`config.mk`:
```
export PLATFORM = sky130hd
export DESIGN_NAME = lcd_mode_timing_sequencer_flat
export DESIGN_NICKNAME = d
export VERILOG_FILES = /design/src/design/lmts_pkg.sv /design/src/design/lmts_if.sv /design/src/design/lcd_mode_timing_sequencer.sv /design/src/design/lmts_ctrl.sv /design/src/design/lmts_dp.sv /design/src/flat_wrapper.sv
export SDC_FILE = /design/constraint.sdc
export NUM_CORES = 1
export LEC_CHECK = 0
export BUFFER_PORTS_ARGS = -buffer_cell sky130_fd_sc_hd__buf_2
export CAP_MARGIN = 15
export CORE_ASPECT_RATIO = 0.8
export CORE_MARGIN = 1.5
export CORE_UTILIZATION = 50
export DETAILED_ROUTE_END_ITERATION = 12
export PLACE_DENSITY = 0.67
export SLEW_MARGIN = 20
export SYNTH_ARGS = -nofsm -noshare
export SYNTH_HDL_FRONTEND = slang
export SYNTH_SLANG_ARGS = --single-unit
```
`constraint.sdc`:
```
create_clock -name clk_i -period 5.8 [get_ports clk_i]
set_clock_uncertainty 0.1 [all_clocks]
set_input_delay 0.29 -clock clk_i [delete_from_list [all_inputs] [get_ports clk_i]]
set_output_delay 0.29 -clock clk_i [all_outputs]
set_load 0.005 [all_outputs]
```
`src/design/lmts_pkg.sv`:
```
// Package for the LCD mode timing sequencer: mode codes, mode lengths,
// controller state type and controller/datapath command and status structs.
// No dependencies.
`default_nettype none

package lmts_pkg;

  localparam int unsigned ElapsedW = 16;
  localparam int unsigned TotalW   = 17;
  localparam int unsigned LineW    = 8;
  localparam int unsigned ModeW    = 2;
  localparam int unsigned StepW    = 4;
  localparam int unsigned CfgIdxW  = 2;
  localparam int unsigned CfgDataW = 8;

  localparam logic [ModeW-1:0] MODE_HBLANK   = 2'd0;
  localparam logic [ModeW-1:0] MODE_VBLANK   = 2'd1;
  localparam logic [ModeW-1:0] MODE_OAM      = 2'd2;
  localparam logic [ModeW-1:0] MODE_TRANSFER = 2'd3;

  localparam logic [TotalW-1:0] HBLANK_CYCLES      = 17'd204;
  localparam logic [TotalW-1:0] OAM_CYCLES         = 17'd80;
  localparam logic [TotalW-1:0] TRANSFER_CYCLES    = 17'd172;
  localparam logic [TotalW-1:0] VBLANK_LINE_CYCLES = 17'd456;

  localparam logic [StepW-1:0] VBLANK_LINES  = 4'd10;
  localparam logic [LineW-1:0] VISIBLE_LINES = 8'd144;
  localparam logic [LineW-1:0] LINE_CLAMP    = 8'd153;

  localparam logic [CfgIdxW-1:0] CFG_COMPARE_LINE = 2'd0;
  localparam logic [CfgIdxW-1:0] CFG_COINC_EN     = 2'd1;
  localparam logic [CfgIdxW-1:0] CFG_VBLANK_EN    = 2'd2;
  localparam logic [CfgIdxW-1:0] CFG_OAM_EN       = 2'd3;

  typedef enum logic [0:0] {
    ST_IDLE,
    ST_RUN
  } lmts_state_e;

  typedef struct packed {
    logic load;     // start a new item: add elapsed cycles to leftover
    logic step;     // execute one mode action
    logic publish;  // move result into the output register
  } lmts_cmd_t;

  typedef struct packed {
    logic more;     // total exceeds current mode length
    logic out_free; // output register can take a result
  } lmts_status_t;

  function automatic logic [TotalW-1:0] mode_len(input logic [ModeW-1:0] m);
    logic [TotalW-1:0] len;
    case (m)
      MODE_HBLANK: len = HBLANK_CYCLES;
      MODE_VBLANK: len = VBLANK_LINE_CYCLES;
      MODE_OAM:    len = OAM_CYCLES;
      default:     len = TRANSFER_CYCLES;
    endcase
    return len;
  endfunction

endpackage

`default_nettype wire

```
`src/design/lmts_if.sv`:
```
// Handshake interfaces for the input and result channels.
// Depends on lmts_pkg.
`default_nettype none

interface lmts_in_if;
  logic                         valid;
  logic                         ready;
  logic [lmts_pkg::ElapsedW-1:0] elapsed_cycles;

  modport source (output valid, output elapsed_cycles, input ready);
  modport sink   (input valid, input elapsed_cycles, output ready);
endinterface

interface lmts_out_if;
  logic                        valid;
  logic                        ready;
  logic                        vblank_request;
  logic                        stat_request;
  logic [lmts_pkg::ModeW-1:0]  display_mode;
  logic [lmts_pkg::LineW-1:0]  current_line;
  logic                        frame_done;

  modport source (output valid, output vblank_request, output stat_request,
                  output display_mode, output current_line, output frame_done,
                  input ready);
  modport sink   (input valid, input vblank_request, input stat_request,
                  input display_mode, input current_line, input frame_done,
                  output ready);
endinterface

`default_nettype wire

```
`src/design/lcd_mode_timing_sequencer.sv`:
```
// Top level of the LCD mode timing sequencer: controller plus datapath.
// Depends on lmts_pkg, lmts_if, lmts_ctrl, lmts_dp.
//
//   channel  dir  handshake      payload
//   in_i     in   valid/ready    elapsed_cycles[15:0]
//   out_o    out  valid/ready    vblank_request, stat_request, display_mode,
//                                current_line, frame_done
//   cfg      in   cfg_we_i       cfg_idx_i[1:0], cfg_data_i[7:0]
//
// An item is loaded, then the datapath step loop runs one mode action per cycle
// for each mode step it triggers; the result is published once the output is free.
// The result register holds a finished result while the next item is taken.
// A stalled result delays only the publish of the following item.
// Reset clears state, leftover and config registers.
`default_nettype none

module lcd_mode_timing_sequencer (
  input  wire logic                         clk_i,
  input  wire logic                         rst_ni,
  lmts_in_if.sink                           in_i,
  lmts_out_if.source                        out_o,
  input  wire logic                         cfg_we_i,
  input  wire logic [lmts_pkg::CfgIdxW-1:0]  cfg_idx_i,
  input  wire logic [lmts_pkg::CfgDataW-1:0] cfg_data_i
);

  lmts_pkg::lmts_cmd_t    cmd;
  lmts_pkg::lmts_status_t status;
  logic                   vreq;

  lmts_ctrl u_ctrl (
    .clk_i      (clk_i),
    .rst_ni     (rst_ni),
    .in_valid_i (in_i.valid),
    .in_ready_o (in_i.ready),
    .status_i   (status),
    .cmd_o      (cmd)
  );

  lmts_dp u_dp (
    .clk_i        (clk_i),
    .rst_ni       (rst_ni),
    .cfg_we_i     (cfg_we_i),
    .cfg_idx_i    (cfg_idx_i),
    .cfg_data_i   (cfg_data_i),
    .elapsed_i    (in_i.elapsed_cycles),
    .cmd_i        (cmd),
    .status_o     (status),
    .out_ready_i  (out_o.ready),
    .out_valid_o  (out_o.valid),
    .vblank_req_o (vreq),
    .stat_req_o   (out_o.stat_request),
    .mode_o       (out_o.display_mode),
    .line_o       (out_o.current_line)
  );

  assign out_o.vblank_request = vreq;
  assign out_o.frame_done     = vreq;

endmodule

`default_nettype wire

```
`src/design/lmts_ctrl.sv`:
```
// Controller FSM: accepts an item, steps the datapath while cycles remain,
// then hands the result to the output register. Depends on lmts_pkg.
`default_nettype none

module lmts_ctrl (
  input  wire logic                  clk_i,
  input  wire logic                  rst_ni,
  input  wire logic                  in_valid_i,
  output logic                       in_ready_o,
  input  wire lmts_pkg::lmts_status_t status_i,
  output lmts_pkg::lmts_cmd_t        cmd_o
);

  lmts_pkg::lmts_state_e state_q, state_d;

  always_ff @(posedge clk_i or negedge rst_ni) begin
    if (!rst_ni) begin
      state_q <= lmts_pkg::ST_IDLE;
    end else begin
      state_q <= state_d;
    end
  end

  always_comb begin
    state_d = state_q;
    case (state_q)
      lmts_pkg::ST_IDLE: begin
        if (in_valid_i) state_d = lmts_pkg::ST_RUN;
      end
      lmts_pkg::ST_RUN: begin
        if (!status_i.more && status_i.out_free) state_d = lmts_pkg::ST_IDLE;
      end
      default: state_d = lmts_pkg::ST_IDLE;
    endcase
  end

  always_comb begin
    in_ready_o    = 1'b0;
    cmd_o.load    = 1'b0;
    cmd_o.step    = 1'b0;
    cmd_o.publish = 1'b0;
    case (state_q)
      lmts_pkg::ST_IDLE: begin
        in_ready_o = 1'b1;
        cmd_o.load = in_valid_i;
      end
      lmts_pkg::ST_RUN: begin
        cmd_o.step    = status_i.more;
        cmd_o.publish = !status_i.more && status_i.out_free;
      end
      default: ;
    endcase
  end

endmodule

`default_nettype wire

```
`src/design/lmts_dp.sv`:
```
// Datapath: config registers, mode/line/leftover state, one mode action per
// step, and the result register. Depends on lmts_pkg.
`default_nettype none

module lmts_dp (
  input  wire logic                         clk_i,
  input  wire logic                         rst_ni,
  input  wire logic                         cfg_we_i,
  input  wire logic [lmts_pkg::CfgIdxW-1:0]  cfg_idx_i,
  input  wire logic [lmts_pkg::CfgDataW-1:0] cfg_data_i,
  input  wire logic [lmts_pkg::ElapsedW-1:0] elapsed_i,
  input  wire lmts_pkg::lmts_cmd_t          cmd_i,
  output lmts_pkg::lmts_status_t            status_o,
  input  wire logic                         out_ready_i,
  output logic                              out_valid_o,
  output logic                              vblank_req_o,
  output logic                              stat_req_o,
  output logic [lmts_pkg::ModeW-1:0]        mode_o,
  output logic [lmts_pkg::LineW-1:0]        line_o
);

  logic [lmts_pkg::LineW-1:0]  cmp_line_q;
  logic                        coinc_en_q, vbl_en_q, oam_en_q;

  logic [lmts_pkg::TotalW-1:0] total_q, total_d;
  logic [lmts_pkg::ModeW-1:0]  mode_q, mode_d;
  logic [lmts_pkg::LineW-1:0]  line_q, line_d;
  logic [lmts_pkg::StepW-1:0]  vcnt_q, vcnt_d;
  logic                        vreq_q, vreq_d, sreq_q, sreq_d;

  logic                        out_valid_q;
  logic                        out_vreq_q, out_sreq_q;
  logic [lmts_pkg::ModeW-1:0]  out_mode_q;
  logic [lmts_pkg::LineW-1:0]  out_line_q;

  logic [lmts_pkg::TotalW-1:0] len;
  logic [lmts_pkg::LineW-1:0]  line_inc;

  assign len      = lmts_pkg::mode_len(mode_q);
  assign line_inc = line_q + 8'd1;

  assign status_o.more     = total_q > len;
  assign status_o.out_free = !out_valid_q || out_ready_i;

  always_ff @(posedge clk_i or negedge rst_ni) begin
    if (!rst_ni) begin
      cmp_line_q <= '0;
      coinc_en_q <= 1'b0;
      vbl_en_q   <= 1'b0;
      oam_en_q   <= 1'b0;
    end else if (cfg_we_i) begin
      case (cfg_idx_i)
        lmts_pkg::CFG_COMPARE_LINE: cmp_line_q <= cfg_data_i;
        lmts_pkg::CFG_COINC_EN:     coinc_en_q <= cfg_data_i[0];
        lmts_pkg::CFG_VBLANK_EN:    vbl_en_q   <= cfg_data_i[0];
        lmts_pkg::CFG_OAM_EN:       oam_en_q   <= cfg_data_i[0];
        default: ;
      endcase
    end
  end

  always_comb begin
    total_d = total_q;
    mode_d  = mode_q;
    line_d  = line_q;
    vcnt_d  = vcnt_q;
    vreq_d  = vreq_q;
    sreq_d  = sreq_q;
    if (cmd_i.load) begin
      total_d = {1'b0, elapsed_i} + total_q;
      vreq_d  = 1'b0;
      sreq_d  = 1'b0;
    end else if (cmd_i.step) begin
      total_d = total_q - len;
      case (mode_q)
        lmts_pkg::MODE_HBLANK: begin
          if (line_q <= lmts_pkg::VISIBLE_LINES) begin
            if (coinc_en_q && line_q == cmp_line_q) sreq_d = 1'b1;
            line_d = line_inc;
          end
          if (line_d >= lmts_pkg::VISIBLE_LINES) begin
            mode_d = lmts_pkg::MODE_VBLANK;
            vreq_d = 1'b1;
            if (vbl_en_q) sreq_d = 1'b1;
          end else begin
            mode_d = lmts_pkg::MODE_OAM;
          end
        end
        lmts_pkg::MODE_VBLANK: begin
          if (vcnt_q >= lmts_pkg::VBLANK_LINES) begin
            mode_d = lmts_pkg::MODE_OAM;
            vcnt_d = '0;
            line_d = '0;
          end else begin
            line_d = line_inc;
            if (coinc_en_q && line_inc == cmp_line_q) sreq_d = 1'b1;
            vcnt_d = vcnt_q + 4'd1;
          end
          if (line_d > lmts_pkg::LINE_CLAMP) line_d = lmts_pkg::LINE_CLAMP;
        end
        lmts_pkg::MODE_OAM: begin
          if (oam_en_q) sreq_d = 1'b1;
          mode_d = lmts_pkg::MODE_TRANSFER;
        end
        default: mode_d = lmts_pkg::MODE_HBLANK;
      endcase
    end
  end

  always_ff @(posedge clk_i or negedge rst_ni) begin
    if (!rst_ni) begin
      total_q <= '0;
      mode_q  <= lmts_pkg::MODE_HBLANK;
      line_q  <= '0;
      vcnt_q  <= '0;
      vreq_q  <= 1'b0;
      sreq_q  <= 1'b0;
    end else begin
      total_q <= total_d;
      mode_q  <= mode_d;
      line_q  <= line_d;
      vcnt_q  <= vcnt_d;
      vreq_q  <= vreq_d;
      sreq_q  <= sreq_d;
    end
  end

  always_ff @(posedge clk_i or negedge rst_ni) begin
    if (!rst_ni) begin
      out_valid_q <= 1'b0;
    end else if (cmd_i.publish) begin
      out_valid_q <= 1'b1;
    end else if (out_ready_i) begin
      out_valid_q <= 1'b0;
    end
  end

  always_ff @(posedge clk_i) begin
    if (cmd_i.publish) begin
      out_vreq_q <= vreq_q;
      out_sreq_q <= sreq_q;
      out_mode_q <= mode_q;
      out_line_q <= line_q;
    end
  end

  assign out_valid_o  = out_valid_q;
  assign vblank_req_o = out_vreq_q;
  assign stat_req_o   = out_sreq_q;
  assign mode_o       = out_mode_q;
  assign line_o       = out_line_q;

endmodule

`default_nettype wire
```
`src/flat_wrapper.sv`:
```
// flat-port wrapper written by rule: the top's interface ports become plain ports
module lcd_mode_timing_sequencer_flat 
  (clk_i, rst_ni, cfg_we_i, cfg_idx_i, cfg_data_i, in_i_valid, in_i_elapsed_cycles, in_i_ready, out_o_valid, out_o_vblank_request, out_o_stat_request, out_o_display_mode, out_o_current_line, out_o_frame_done, out_o_ready);
  lmts_in_if in_i_i ();
  lmts_out_if out_o_i ();
  input  wire logic clk_i;
  input  wire logic rst_ni;
  input  wire logic cfg_we_i;
  input  wire logic [lmts_pkg::CfgIdxW-1:0] cfg_idx_i;
  input  wire logic [lmts_pkg::CfgDataW-1:0] cfg_data_i;
  input wire logic [$bits(in_i_i.valid)-1:0] in_i_valid;
  input wire logic [$bits(in_i_i.elapsed_cycles)-1:0] in_i_elapsed_cycles;
  output wire logic [$bits(in_i_i.ready)-1:0] in_i_ready;
  output wire logic [$bits(out_o_i.valid)-1:0] out_o_valid;
  output wire logic [$bits(out_o_i.vblank_request)-1:0] out_o_vblank_request;
  output wire logic [$bits(out_o_i.stat_request)-1:0] out_o_stat_request;
  output wire logic [$bits(out_o_i.display_mode)-1:0] out_o_display_mode;
  output wire logic [$bits(out_o_i.current_line)-1:0] out_o_current_line;
  output wire logic [$bits(out_o_i.frame_done)-1:0] out_o_frame_done;
  input wire logic [$bits(out_o_i.ready)-1:0] out_o_ready;
  assign in_i_i.valid = in_i_valid;
  assign in_i_i.elapsed_cycles = in_i_elapsed_cycles;
  assign in_i_ready = in_i_i.ready;
  assign out_o_valid = out_o_i.valid;
  assign out_o_vblank_request = out_o_i.vblank_request;
  assign out_o_stat_request = out_o_i.stat_request;
  assign out_o_display_mode = out_o_i.display_mode;
  assign out_o_current_line = out_o_i.current_line;
  assign out_o_frame_done = out_o_i.frame_done;
  assign out_o_i.ready = out_o_ready;
  lcd_mode_timing_sequencer u_core (.clk_i(clk_i), .rst_ni(rst_ni), .in_i(in_i_i), .out_o(out_o_i), .cfg_we_i(cfg_we_i), .cfg_idx_i(cfg_idx_i), .cfg_data_i(cfg_data_i));
endmodule
```
==> flow_summary.ini, run 1 <==
[routing]
ant_nets = 0
route.vias.total = 3822
drtIter0Drc = 402
wl_per_cell_um = 16.8
drc = 0
firstDrtPassIters = 6
routed_wl_um = 10500
avgViaCountPerCell = 6.09

[placement]
hpwl_um = 7640
gp_congestion = 0.933
place_area_um2 = 4700
place_inst = 611
io_buffers = 45

[power_and_ir_drop]
leakage_nw = 2.10
power_density_nw_per_um2 = 555
ir_worst_vdd_mv = 0.271

[critical_path]
reg2reg_depth = 9
critical_path_class = reg -> reg
critPathArrivalTime_ns = 4.18
crit_path_max_fanout = 13
crit_path_start_kind = flop
critical_path_required_ns = 5.68
endpoint_kind = flop

[clocking]
clkTransAtPathRegs_ns = 0.07
cts.sinks = 58
post_cts_buffers = 0
insertion_delay_ns = 0.35
htree_levels = 3
cts_inserted_buffers = 9
max-clock-path-buffers = 2
cts_tree = yes
root_buffer = clkbuf_8

[worst_hold_path]
hp-class = in -> reg
hold_depth = 2

[die]
fp.dieArea_um2 = 9420
rows = 30
num_io_pins = 46
core-area_um2 = 8520
die_h_um = 87.1
initial_core_util = 0.519
die_w_um = 108

[synth]
synth_cell_type_count = 76
synth_nets = 536
netlist_area_um2 = 4420
synth-warning-count = 0
avgSynthCellArea_um2 = 9.39
netlist_instances = 471
ys_ff_latch = 58
yosysSeqAreaShare = 0.342
synthArstFlopShare = 0.793
synth_edf_count = 12
synth_flop_cell = dfrtp_1

[finish]
finalNetCount = 576
antenna_cells = 0
final_area_um2 = 4900
layout_commonest_cell = dfrtp_1
final_cells = 628
syn2layout_area_growth_pct = 10.8
layout_common_cells = 46 x dfrtp_1, 45 x buf_2, 40 x nand2_1, 33 x nor2_1, 32 x ha_1
layout-drive-gt1-share = 0.176

[timing]
tns_ns = 0
hold_viol = 0
max_slew_margin = 0.279
period_minus_slack_ns = 4.30
worstMarginPinSlew_ns = 1.08
grt_setup_unrepaired = false
hold_slack_ns = 0.0465
maxSlewViolCount = 0
fmax_ghz = 0.233
timing.final.crit_share = 0.741
setup_viol = 0

[global_route]
grt_usage = 0.245
grt_pass1_wl_um = 17900
grt_max_degree = 47
grt_pass1_vias = 3590
grt_overflow = 0
antenna_found_initial = 0

[status]
status = finished, final reports clean

[flow_run]
maxCapViolCount = 0
registers in the layout (all words and copies together) (netlist names):
| name | count |
|---|---|
| u_core.u_dp.total_q | 17 |
| u_core.u_dp.vreq_q | 1 |
| u_core.u_dp.cmp_line_q | 8 |
| u_core.u_dp.vblank_req_o | 1 |
| u_core.u_dp.coinc_en_q | 1 |
| u_core.u_dp.vbl_en_q | 1 |
| u_core.u_dp.out_valid_o | 1 |
| u_core.u_dp.mode_q | 2 |
| u_core.u_ctrl.state_q | 1 |
| u_core.u_dp.sreq_q | 1 |
| u_core.u_dp.stat_req_o | 1 |
| u_core.u_dp.vcnt_q | 4 |
| u_core.u_dp.mode_o | 2 |
| u_core.u_dp.line_q | 8 |
| u_core.u_dp.oam_en_q | 1 |
| u_core.u_dp.line_o | 8 |
metal layers:
layer	routed length, µm	part of all wire	track usage	up-vias
met5	0	0	0	-
met4	148	0.014	0.0730	0
met3	719	0.068	0.0598	14
met2	4430	0.42	0.349	151
met1	5240	0.50	0.367	1813
li1	-	-	-	1844
power breakdown:
group	switching, mW	internal [mW]
clock	0.170	0.197
combinational	0.898	0.685
sequential	0.210	0.559
total	1.28	1.44
worst paths after layout:
path | start | end | slack [ns]
setup / recovery | u_core.u_dp.mode_q[1] | u_core.u_dp.mode_o[1] | 1.50
hold / removal | out_o_ready | u_core.u_dp.out_valid_o | 0.05
setup reg to reg | u_core.u_dp.mode_q[1] | u_core.u_dp.mode_o[1] | 1.50
hold reg to reg | u_core.u_dp.vreq_q | u_core.u_dp.vblank_req_o | 0.37
max in group asynchronous | rst_ni | u_core.u_dp.line_q[2] | 4.70
min in group asynchronous | rst_ni | u_core.u_dp.total_q[14] | 0.47
critical path, stage by stage (launching register included):
cell and delay [ns]:
dfrtp_1 0.45, inv_1 0.14, ha_1 0.49, clkinv_1 0.40, ha_1 0.46, nand4_1 0.14, or3_1 0.38, o21a_1 0.30
or3_1 0.42, a21oi_2 0.63
timing repair:
action | 4_1_cts | 5_1_grt
endpoints found under the hold margin | 46 | 0
hold buffers | 1 | 0
resized for setup | 0 | 0
final cells by class:
class | count | area, µm²
inverters | 22 | 82.6
fillers | 794 | 3620
well taps | 112 | 140
clock inverters | 5 | 53.8
multi-input cells | 371 | 2720
repair buffers | 49 | 258
flip-flops and latches | 58 | 1510
clock buffers | 11 | 131
cell usage after synthesis, types with 5 or more instances:
cell	instances	area (µm²)
dfrtp_1	46	1150
o211ai_1	8	60.1
xnor2_1	17	149
o31ai_1	5	37.5
o21bai_1	5	37.5
nand2_1	40	150
xor2_1	17	149
nor2_1	33	124
nor3_1	7	35.0
inv_1	21	78.8
nand3_1	10	50.1
a21o_1	5	37.5
edfxtp_1	12	360
buf_2	7	35.0
a21oi_1	26	130
nor4_1	6	37.5
mux2_2	13	146
nand4_1	6	37.5
clkbuf_1	9	33.8
ha_1	32	400
mux2i_1	11	110
nor2b_1	6	37.5
o21ai_0	23	115
a31oi_1	11	68.8
or3_1	5	31.3
o21a_1	11	82.6
cell families (layout without fill, tap and decap cells):
| group | count (synthesis) | after routing | share of synthesized area |
|---|---|---|---|
| simple gates | 135 | 135 | 0.153 |
| buf+inv | 42 | 87 | 0.0427 |
| mux | 24 | 24 | 0.0580 |
| xor+xnor | 34 | 34 | 0.0673 |
| compound gates | 144 | 144 | 0.238 |
| flops | 58 | 58 | 0.342 |
| fa+ha+maj | 34 | 34 | 0.0996 |
through the flow:
step | util | power [mW] | worst slack, ns
3_5_place_dp | 0.552 | 2.33 | 1.55
4_1_cts | 0.575 | 2.71 | 1.53
6_report | 0.575 | 2.72 | 1.50
5_1_grt | 0.575 | 2.96 | 1.21
2_1_floorplan | - | 2.01 | 2.59
3_3_place_gp | 0.552 | 2.29 | 1.72
No activity file was read; power rests on OpenSTA's default activity.
==> run 2: changes to the inputs <==
--- a/config.mk
+++ b/config.mk
@@ -11,7 +11,7 @@
 export CORE_MARGIN = 1.5
 export CORE_UTILIZATION = 50
 export DETAILED_ROUTE_END_ITERATION = 12
-export PLACE_DENSITY = 0.67
+export PLACE_DENSITY = 0.7
 export SLEW_MARGIN = 20
 export SYNTH_ARGS = -nofsm -noshare
 export SYNTH_HDL_FRONTEND = slang
==> constraint.sdc (replaced) <==
create_clock -name clk_i -period 3.8 [get_ports clk_i]
set_clock_uncertainty 0.1 [all_clocks]
set_input_delay 0.19 -clock clk_i [delete_from_list [all_inputs] [get_ports clk_i]]
set_output_delay 0.19 -clock clk_i [all_outputs]
set_load 0.005 [all_outputs]
==> flow_summary.ini, run 2 (synthesis gave the netlist of run 1 again) <==
[clocking]
root_buffer = clkbuf_8
cts_resized = 0
clkTransAtPathRegs_ns = 0.07
cts_inserted_buffers = 9
cts_tree = yes
post_cts_buffers = 0
htree_levels = 3
max-clock-path-buffers = 2
insertion_delay_ns = 0.33
ctsHoldBuffers = 10
cts.sinks = 58

[power_and_ir_drop]
finalPower_mw = 4.20
p_seq_frac = 0.281
p_int_mw = 2.25
p_switching_mw = 1.94
netSwitchingFraction = 0.463
power_density_nw_per_um2 = 834
clockPowerShare = 0.133
leakage_nw = 2.17
comb_power_share = 0.587
ir_worst_vdd_mv = 0.411

[timing]
grt_setup_unrepaired = false
maxSlewViolCount = 0
setup_viol = 0
tns_ns = 0
max_slew_margin = 0.412
hold_viol = 0
worstMarginPinSlew_ns = 0.860
period_minus_slack_ns = 3.30
timing.final.crit_share = 0.870
fmax_ghz = 0.303

[die]
num_io_pins = 46
fp.dieArea_um2 = 9420
die_h_um = 87.1
rows = 30
initial_core_util = 0.519
die_w_um = 108
core-area_um2 = 8520

[finish]
syn2layout_area_growth_pct = 13.7
layout_commonest_cell = dfrtp_1
largest_register_ffs = 17
antenna_cells = 0
largest_register = u_core.u_dp.total_q
finalNetCount = 590
layout_common_cells = 46 x dfrtp_1, 45 x buf_2, 40 x nand2_1, 33 x nor2_1, 32 x ha_1
layout-drive-gt1-share = 0.179
utilization = 0.590

[placement]
io_buffers = 45
gp_congestion = 0.920
hpwl_um = 7870

[routing]
ant_nets = 0
drc = 0
wl_per_cell_um = 16.5
avgViaCountPerCell = 6.01
route.vias.total = 3858
drtIter0Drc = 276
firstDrtPassIters = 4
routed_wl_um = 10600

[global_route]
grt_pass1_vias = 3609
grt_max_degree = 47
grt_usage = 0.244
antenna_found_initial = 0
grt_overflow = 0
grt_pass1_wl_um = 17800

[critical_path]
critical_path_required_ns = 3.73
crit_path_start_kind = flop
critical_path_class = reg -> reg
endpoint_kind = flop
r2r-start = u_core.u_dp.mode_q[1]
startpoint = u_core.u_dp.mode_q[1]
critPathArrivalTime_ns = 3.23
crit_path_max_fanout = 13

[flow_run]
maxCapViolCount = 0

[worst_hold_path]
hp-class = in -> reg
worstHoldStart = cfg_data_i[0]

[status]
status = finished, final reports clean
run 2: area by class of cell:
| type | count | area (µm²) |
|---|---|---|
| Clock buffer | 13 | 149 |
| Inverter | 22 | 82.6 |
| Clock inverter | 3 | 40.0 |
| Tap cell | 112 | 140 |
| Timing Repair Buffer | 63 | 385 |
| Fill cell | 742 | 3490 |
| Multi-Input combinational cell | 371 | 2720 |
| Sequential cell | 58 | 1510 |
run 2: path summary, 6_finish.rpt:
check	endpoint	slack, ns	depth (start not counted)
max	u_core.u_dp.line_o[1]	0.50	12
min	u_core.u_dp.cmp_line_q[0]	0.05	2
max reg2reg	u_core.u_dp.line_o[1]	0.50	12
min reg2reg	u_core.u_dp.vblank_req_o	0.38	0
max in group asynchronous	u_core.u_dp.line_q[6]	2.79	3
min in group asynchronous	u_core.u_dp.total_q[14]	0.39	3
run 2: power groups by stage:
stage,combinational [mW],clock (mW),sequential [mW]
4_1_cts,2.45,0.571,1.17
3_5_place_dp,2.42,0,1.18
2_1_floorplan,2.04,0,1.03
6_report,2.46,0.557,1.18
3_3_place_gp,2.34,0,1.17
5_1_grt,2.76,0.602,1.21
run 2: per-layer routing:
layer / vias to the layer above / track usage / wire, µm
met4: 0 / 0.0562 / 80
met1: 1862 / 0.355 / 5180
met2: 121 / 0.376 / 4770
met5: - / 0 / 0
met3: 10 / 0.0479 / 572
li1: 1865 / - / -
run 2: critical path: stages, from the launching register on:
cell	delay, ns
dfrtp_1	0.45
inv_1	0.14
ha_1	0.18
clkinv_1	0.06
buf_4	0.17
ha_1	0.35
nand4_1	0.15
or3_1	0.38
o21a_1	0.11
buf_4	0.19
or3_1	0.35
a21oi_2	0.12
buf_4	0.24
run 2: metrics by stage:
step | cell area, µm² | cells | hold WS (ns) | worst slack [ns]
CTS | 5030 | 642 | 0.0277 | 0.533
floorplan | 4420 | 471 | -0.206 | 0.592
finish | 5030 | 642 | 0.0452 | 0.496
detailed placement | 4740 | 616 | 0.236 | 0.565
global route | 5030 | 642 | 0.0394 | 0.343
global placement | 4740 | 616 | 0.228 | 0.674
==> run 3: changes to the inputs <==
--- a/config.mk
+++ b/config.mk
@@ -9,9 +9,9 @@
 export CAP_MARGIN = 15
 export CORE_ASPECT_RATIO = 0.8
 export CORE_MARGIN = 1.5
-export CORE_UTILIZATION = 50
+export CORE_UTILIZATION = 40
 export DETAILED_ROUTE_END_ITERATION = 12
-export PLACE_DENSITY = 0.7
+export PLACE_DENSITY = 0.58
 export SLEW_MARGIN = 20
 export SYNTH_ARGS = -nofsm -noshare
 export SYNTH_HDL_FRONTEND = slang
==> flow_summary.ini, run 3 (synthesis gave the netlist of run 1 again) <==
[die]
rows = 34
fp.dieArea_um2 = 11700
core-area_um2 = 10800
die_w_um = 121
die_h_um = 97.1
initial_core_util = 0.409
num_io_pins = 46

[critical_path]
critical_path_required_ns = 3.91
crit_chain = inv_1 > ha_1 > inv_1 > ha_1 > nand3b_1 > a21oi_1 > o21a_1 > o21a_1 > o21ai_2 > mux2_2
slowest_delay_ns = 0.52
r2r_end = u_core.u_dp.mode_q[1]
critical_path_class = reg -> reg
crit_path_max_fanout = 11
endpoint_kind = flop
startpoint = u_core.u_dp.mode_q[0]
reg2reg_depth = 10
cp.depth = 10
ff2ff_setup_slack_ns = 0.51
critPathArrivalTime_ns = 3.40
critPathSlowestCell = o21a_1
critPathBufInv = 2
worstSetupEndpoint = u_core.u_dp.mode_q[1]
crit_family = compound AO/OA/AOI/OAI gates
crit_path_start_kind = flop
r2r-start = u_core.u_dp.mode_q[0]

[finish]
utilization = 0.472
final_area_um2 = 5100
syn2layout_area_growth_pct = 15.2
multi_input_area_um2 = 2720
largest_register = u_core.u_dp.total_q
antenna_cells = 0
finalNetCount = 586
sequential_cell_area_um2 = 1510
largest_register_ffs = 17
n_fill_cell = 1052
layout_commonest_cell = dfrtp_1
layout-drive-gt1-share = 0.171
layout_common_cells = 46 x dfrtp_1, 45 x buf_2, 40 x nand2_1, 33 x nor2_1, 32 x ha_1

[timing]
timing.final.crit_share = 0.867
worstMarginPinSlew_ns = 0.844
hold_viol = 0
max_slew_margin = 0.423
maxSlewViolCount = 0
setup_viol = 0
period_minus_slack_ns = 3.29
fin_ws_ns = 0.507
tns_ns = 0
fmax_ghz = 0.304
grt_setup_unrepaired = false

[global_route]
grt_usage = 0.198
grt_pass1_wl_um = 18400
antenna_found_initial = 0
grt_max_degree = 47
grt_overflow = 0
grt_pass1_vias = 3583

[power_and_ir_drop]
leakage_nw = 2.17
ir_worst_vdd_mv = 0.327
power_density_nw_per_um2 = 847
finalPower_mw = 4.32

[clocking]
insertion_delay_ns = 0.33
max-clock-path-buffers = 2
post_cts_buffers = 0
cts_inserted_buffers = 9
root_buffer = clkbuf_16
cts_tree = yes
clkTransAtPathRegs_ns = 0.05
htree_levels = 3
cts.sinks = 58

[flow_run]
maxCapViolCount = 0

[routing]
route.vias.total = 3820
wl_per_cell_um = 16.3
firstDrtPassIters = 5
drtIter0Drc = 298
ant_nets = 0
drc = 0
routed_wl_um = 10900
avgViaCountPerCell = 5.70

[placement]
hpwl_um = 7960
place_area_um2 = 4770
gp_congestion = 0.928
dp_slack_ns = 0.536
io_buffers = 45

[worst_hold_path]
hp-class = in -> reg

[status]
status = finished, final reports clean
## run 3: changes by cell type in the layout (fill, tap and decap cells not counted), moves of 2 or more
| cell | change |
|---|---|
| clkbuf_1 | +4 |
| clkinv_2 | -2 |
| clkbuf_16 | +9 |
| clkbuf_8 | -10 |
| dlygate4sd3_1 | -3 |
## run 3: final cells by class
| type | instances | share of cell area |
|---|---|---|
| Multi-Input combinational cell | 371 | 0.534 |
| Sequential cell | 58 | 0.297 |
| Timing Repair Buffer | 59 | 0.0683 |
| Clock buffer | 16 | 0.0493 |
| Tap cell | 144 | 0.0354 |
| Inverter | 22 | 0.0162 |
## run 3: metal layers
metal  wire [µm]  track usage  up-vias
met2        4540        0.285      129
met3         667       0.0452       15
met5           0            0        -
met1        5550        0.294     1815
met4         152       0.0579        0
li1            -            -     1861
## run 3: how the worst min path moves through the flow
| stage | from | endpoint | slack, ns | cells after the start |
|---|---|---|---|---|
| 6_report | cfg_data_i[3] | u_core.u_dp.cmp_line_q[3] | 0.006 | 2 |
| 5_1_grt | cfg_data_i[6] | u_core.u_dp.cmp_line_q[6] | 0.02 | 2 |
| 4_1_cts | cfg_data_i[3] | u_core.u_dp.cmp_line_q[3] | 0.0005 | 2 |
| 3_5_place_dp | rst_ni | u_core.u_dp.total_q[16] | 0.25 | 2 |
| 3_3_place_gp | rst_ni | u_core.u_dp.total_q[14] | 0.24 | 2 |
| 2_1_floorplan | rst_ni | u_core.u_ctrl.state_q | -0.21 | 0 |
## run 3: repair_timing
action                    in CTS  in global routing
resized for setup              0                  0
hold buffers                   7                  0
hold endpoints to repair      52                  0
## run 3: stage by stage
step	std cells	hold WS [ns]
detailed placement	647	0.245
global placement	647	0.239
floorplan	471	-0.206
finish	670	0.00562
CTS	670	0.000547
global route	670	0.0185
## run 3: where the power goes
group	internal (mW)	leakage, nW	switching, mW
clock network	0.442	0.119	0.259
registers	0.856	0.654	0.327
logic	1.06	1.40	1.38
